$ cat config.mk
export PLATFORM = sky130hd
export DESIGN_NAME = hvt_regs
export DESIGN_NICKNAME = d
export VERILOG_FILES = /design/src/hw/rtl/hvt_pkg.sv /design/src/hw/rtl/hvt_regs.sv
export SDC_FILE = /design/constraint.sdc
export NUM_CORES = 1
export LEC_CHECK = 0
export BUFFER_PORTS_ARGS = -buffer_cell sky130_fd_sc_hd__buf_2
export CORE_MARGIN = 2
export CORE_UTILIZATION = 30
export DETAILED_ROUTE_END_ITERATION = 12
export HOLD_SLACK_MARGIN = 0.05
export PLACE_DENSITY = 0.77
export SETUP_SLACK_MARGIN = 0.05
export SLEW_MARGIN = 15
export SYNTH_ARGS = -nofsm -noshare
export SYNTH_HDL_FRONTEND = slang
export SYNTH_SLANG_ARGS = --single-unit
$ cat constraint.sdc
create_clock -name clk_i -period 0.8 [get_ports clk_i]
set_input_delay 0.08 -clock clk_i [delete_from_list [all_inputs] [get_ports clk_i]]
set_output_delay 0.08 -clock clk_i [all_outputs]
set_load 0.01 [all_outputs]
$ cat src/hw/rtl/hvt_pkg.sv
// types, codes and constants of the versioned handle id table
`timescale 1ns / 1ps

package hvt_pkg;

  localparam int IdxW       = 10;
  localparam int VerInW     = 12;
  localparam int IdOutW     = 32;
  localparam int CapW       = 11;
  localparam int StatusW    = 3;
  localparam int ApbAddrW   = 3;
  localparam int ApbDataW   = 32;

  localparam int MaxSlotsDef    = 1024;
  localparam int VersionBitsDef = 12;
  localparam int IdBitsDef      = 32;

  typedef enum logic [1:0] {
    OpAssign  = 2'd0,
    OpGet     = 2'd1,
    OpDestroy = 2'd2,
    OpClear   = 2'd3
  } opcode_e;

  typedef enum logic [StatusW-1:0] {
    StOk           = 3'd0,
    StDisabled     = 3'd1,
    StNotPrewarmed = 3'd2,
    StRange        = 3'd3,
    StExhausted    = 3'd4
  } status_e;

  typedef enum logic {
    RegEnable   = 1'b0,
    RegCapacity = 1'b1
  } reg_idx_e;

  typedef struct packed {
    logic            enabled;
    logic [CapW-1:0] capacity;
  } cfg_t;

endpackage

$ cat src/hw/rtl/hvt_regs.sv
// apb configuration registers of the handle id table
`timescale 1ns / 1ps

module hvt_regs (
  input  logic                         clk_i,
  input  logic                         rst_ni,
  input  logic                         psel,
  input  logic                         penable,
  input  logic                         pwrite,
  input  logic [hvt_pkg::ApbAddrW-1:0] paddr,
  input  logic [hvt_pkg::ApbDataW-1:0] pwdata,
  output logic [hvt_pkg::ApbDataW-1:0] prdata,
  output logic                         pready,
  output hvt_pkg::cfg_t                cfg_o
);

  hvt_pkg::cfg_t      cfg_q, cfg_d;
  hvt_pkg::reg_idx_e  reg_sel;
  logic               wr_en;

  assign reg_sel = hvt_pkg::reg_idx_e'(paddr[2]);
  assign wr_en   = psel & penable & pwrite;
  assign pready  = 1'b1;

  always_comb begin
    cfg_d = cfg_q;
    if (wr_en) begin
      unique case (reg_sel)
        hvt_pkg::RegEnable:   cfg_d.enabled  = pwdata[0];
        hvt_pkg::RegCapacity: cfg_d.capacity = pwdata[hvt_pkg::CapW-1:0];
        default:              cfg_d = cfg_q;
      endcase
    end
  end

  always_comb begin
    prdata = '0;
    unique case (reg_sel)
      hvt_pkg::RegEnable:   prdata[0] = cfg_q.enabled;
      hvt_pkg::RegCapacity: prdata[hvt_pkg::CapW-1:0] = cfg_q.capacity;
      default:              prdata = '0;
    endcase
  end

  always_ff @(posedge clk_i or negedge rst_ni) begin
    if (!rst_ni) begin
      cfg_q <= '0;
    end else begin
      cfg_q <= cfg_d;
    end
  end

  assign cfg_o = cfg_q;

endmodule

=== Yosys cells after proc, flatten, opt, wreduce, memory -nomap -nowiden ===
Cells that the tools add are included.
W data, S select, Z words.

* Output and inout port bits: 45
* Word-level logic and storage cells: 9
* Register bits: 12
* Bits of input ports: 40

* Reduce and logical (&&, ||, !) cells: 2
* Bitwise operators: 3
* Multiplexer cells: 2

{| class="wikitable"
|+ Operators by type and width
! operator !! count
|-
| $mux W10 || 1
|-
| $reduce_and A2 Y1 || 2
|-
| $and A1 B1 Y1 || 2
|-
| $pmux W1 S2 || 1
|-
| $not A1 Y1 || 1
|}

=== Logic depth before layout (Yosys ltp) ===
* Depth in word-level cells: 3
* Mapped depth: 3
* Mapped depth without buffers: 2

=== Least setup slack after synthesis ===
Ideal clock, no wire load.

* Path kind: register to register
* Start point: reg, netlist name cfg_o[11]
* End point: reg cfg_q, in the netlist cfg_o[11]
* Setup time: 0.125 ns
* Slack: 0.019 ns
* Cell stages (with the launch flop): 2
* Period minus slack after synthesis: 0.781 ns
* Buffers on the path: 0
* Data required time: 0.675 ns
* Arrival time: 0.657 ns
* Cell sequence: dfrtp_1 > mux2_2

{| class="wikitable"
|+ RTL lines
! element !! RTL line !! source
|-
| to (signal assigned) || hvt_regs.sv:49 || <nowiki>cfg_q <= cfg_d;</nowiki>
|-
| to (decl) || hvt_regs.sv:17 || <nowiki>hvt_pkg::cfg_t cfg_q, cfg_d;</nowiki>
|}

=== Worst setup path in the final report ===
* Start point: reg cfg_q, in the netlist cfg_o[0]
* End point: out prdata[0] in the netlist's numbering

* Word-level cells in the longest chain between the ends: 1

{| class="wikitable"
|+ Ends and longest elaborated chain
! element !! RTL line !! source
|-
| $pmux W1 S2 || hvt_regs.sv:38 || <nowiki>unique case (reg_sel)</nowiki>
|-
| to (decl) || hvt_regs.sv:12 || <nowiki>output logic [hvt_pkg::ApbDataW-1:0] prdata,</nowiki>
|}

No other way between the ends.

==> results.py <==
metrics = {
    "critical_path": {
        "rrSetupSlack_ns": -0.19,
        "cp-start-kind": "flip-flop",
        "path_max_fanout": 2,
        "r2r_end": "cfg_o[1]",
        "critical_path_required_ns": 0.72,
        "cp.arrival_ns": 1.04,
        "end_kind": "primary output",
        "rr_worst_depth": 3,
        "r2r-start": "cfg_o[1]",
        "crit_type": "flip-flop to primary output",
    },
    "sta": {
        "slew_viol_final": 0,
        "finalHoldViolCount": 0,
        "final.setup.worst_slack_ns": -0.322,
        "rsz0062_at_grt": "yes",
        "max_freq_ghz": 0.892,
        "fin_tns_setup_ns": -4.83,
        "skew_ns": 0,
        "fin_crit_ns": 1.12,
        "setup_viol": 32,
        "fin_crit_sh": 1.40,
    },
    "logic_synthesis": {
        "yosysSeqAreaShare": 0.397,
        "synth.ff_latch_count": 12,
        "netlist_area_um2": 756,
        "synth_cell_type_count": 10,
        "synth_area_per_cell_um2": 12.0,
        "synth_cells": 63,
        "synth_warnings": 0,
    },
    "floorplanning": {
        "die_h_um": 54.2,
        "rows": 18,
        "dieArea_um2": 2940,
        "io-pin-count": 85,
        "start_util": 0.311,
        "core-area_um2": 2430,
        "die-width_um": 54.2,
    },
    "detailed_routing": {
        "antenna_left": 0,
        "vias": 586,
        "dr.pass1.iters": 4,
        "vias_per_cell": 3.91,
        "drc": 0,
        "wl_per_cell_um": 11.0,
        "wl_um": 1650,
        "drt_iter0_drc": 1,
    },
    "grt": {
        "grt_max_degree": 13,
        "grt_pass1_vias": 475,
        "grt_overflow": 0,
        "antenna_found_initial": 0,
        "grt_pass1_wl_um": 2090,
        "grt_usage": 0.103,
    },
    "pwr": {
        "vdd_drop_max_mv": 1.04,
        "p_comb_frac": 0.488,
        "clkPwrFrac": 0.150,
        "leakagePower_nw": 0.668,
        "power_switching_mw": 0.691,
        "p_seq_frac": 0.361,
        "p_int_mw": 1.63,
        "power.density_nw_per_um2": 2020,
        "netSwitchingFraction": 0.297,
    },
    "place": {
        "gp_congestion": 0.602,
        "place_ws_ns": -0.123,
        "dp_hpwl_um": 1140,
        "io_buffers": 39,
    },
    "final_layout": {
        "diodes": 0,
        "final_common_cell": "buf_2",
        "final_cell_mix": "buf_2, conb_1, buf_6",
        "drive_gt1_frac": 0.633,
        "layout.nets": 162,
        "largest_reg_flops": 12,
        "area_growth_pct": 52.5,
    },
    "cts": {
        "clkTransAtPathRegs_ns": 0.07,
        "cts_buffer_depth": 2,
        "cts_tree": "yes",
        "cts_buffers": 3,
        "ctsRootBufferMaster": "clkbuf_4",
        "h-tree-depth": 1,
        "ctsHoldBuffers": 1,
        "cts_num_sinks": 12,
        "clk_latency_ns": 0.26,
    },
    "min_path": {
        "hold_path_class": "input pin to flip-flop",
        "hold_start": "pwdata[6]",
        "hold_depth": 2,
        "min_to": "cfg_o[6]",
    },
    "run": {
        "cap_violations": 0,
    },
    "run_status": {
        "violations": "setup timing",
        "status": "finished, violations left",
    },
}
repair_timing:
action                                  4_1_cts  5_1_grt
pin swaps                                    10        1
gates resized for setup                       4       15
setup buffers                                 7        6
gates cloned                                  0        0
hold endpoints to repair                     20        4
endpoints found under the setup margin       35       35
critical path: stages, from the launching register on:
cell     delay [ns]
dfrtp_1        0.38
mux2_4         0.27
buf_6          0.12
cell families after synthesis:
kind of cell	after synthesis	synth area share
flip-flops	12	0.397
buffers and inverters	24	0.238
AND/OR/NAND/NOR	12	0.111
other	2	0.00994
multiplexers	13	0.243
Yosys cell counts:
library cell  instances  share of area
clkbuf_1              1         0.0050
nand4b_1              1          0.012
mux2_2                3          0.045
mux2_4               10           0.20
buf_6                 1          0.015
nand4_2               1          0.017
buf_4                22           0.22
dfrtp_1              12           0.40
conb_1                2         0.0099
and2_1               10          0.083
power by group through the flow:
| stage | sequential [mW] | clock (mW) | combinational [mW] |
|---|---|---|---|
| final | 0.840 | 0.349 | 1.13 |
| after CTS | 0.825 | 0.359 | 0.912 |
| after detailed placement | 0.852 | 0 | 0.724 |
| after floorplan | 0.901 | 0 | 0.435 |
| after global routing | 0.854 | 0.398 | 1.24 |
| after global placement | 0.838 | 0 | 0.720 |
worst max-delay path by stage:
stage,start,endpoint,depth (start not counted)
after CTS,cfg_o[0],prdata[0],2
after floorplan,cfg_o[11],cfg_o[11],1
after detailed placement,pwrite,cfg_o[1],4
after global routing,cfg_o[11],prdata[0],2
after global placement,psel,cfg_o[3],4
final,cfg_o[0],prdata[0],2
layout make-up:
class	count	area [um^2]
Fill cell	216	1280
Sequential cell	12	300
Multi-Input combinational cell	47	363
Tap cell	30	37.5
Timing Repair Buffer	58	429
Clock buffer	3	22.5
metal layers:
| metal | global-route usage | vias to the layer above | wire length [um] |
|---|---|---|---|
| li1 | - | 276 | - |
| met1 | 0.102 | 267 | 557 |
| met2 | 0.189 | 39 | 887 |
| met3 | 0.0250 | 4 | 179 |
| met4 | 0.0625 | 0 | 28 |
| met5 | 0 | - | 0 |
through the flow:
step | cells | total power, mW | util | hold slack, ns | area, um^2
2_1_floorplan | 83 | 1.34 | - | -0.216 | 835
5_1_grt | 150 | 2.49 | 0.474 | 0.0335 | 1150
4_1_cts | 145 | 2.10 | 0.433 | 0.0395 | 1050
6_report | 150 | 2.32 | 0.474 | 0.0432 | 1150
3_3_place_gp | 134 | 1.56 | 0.388 | -0.0349 | 945
3_5_place_dp | 134 | 1.58 | 0.388 | -0.0358 | 945
No activity file was read; power rests on OpenSTA's default activity.
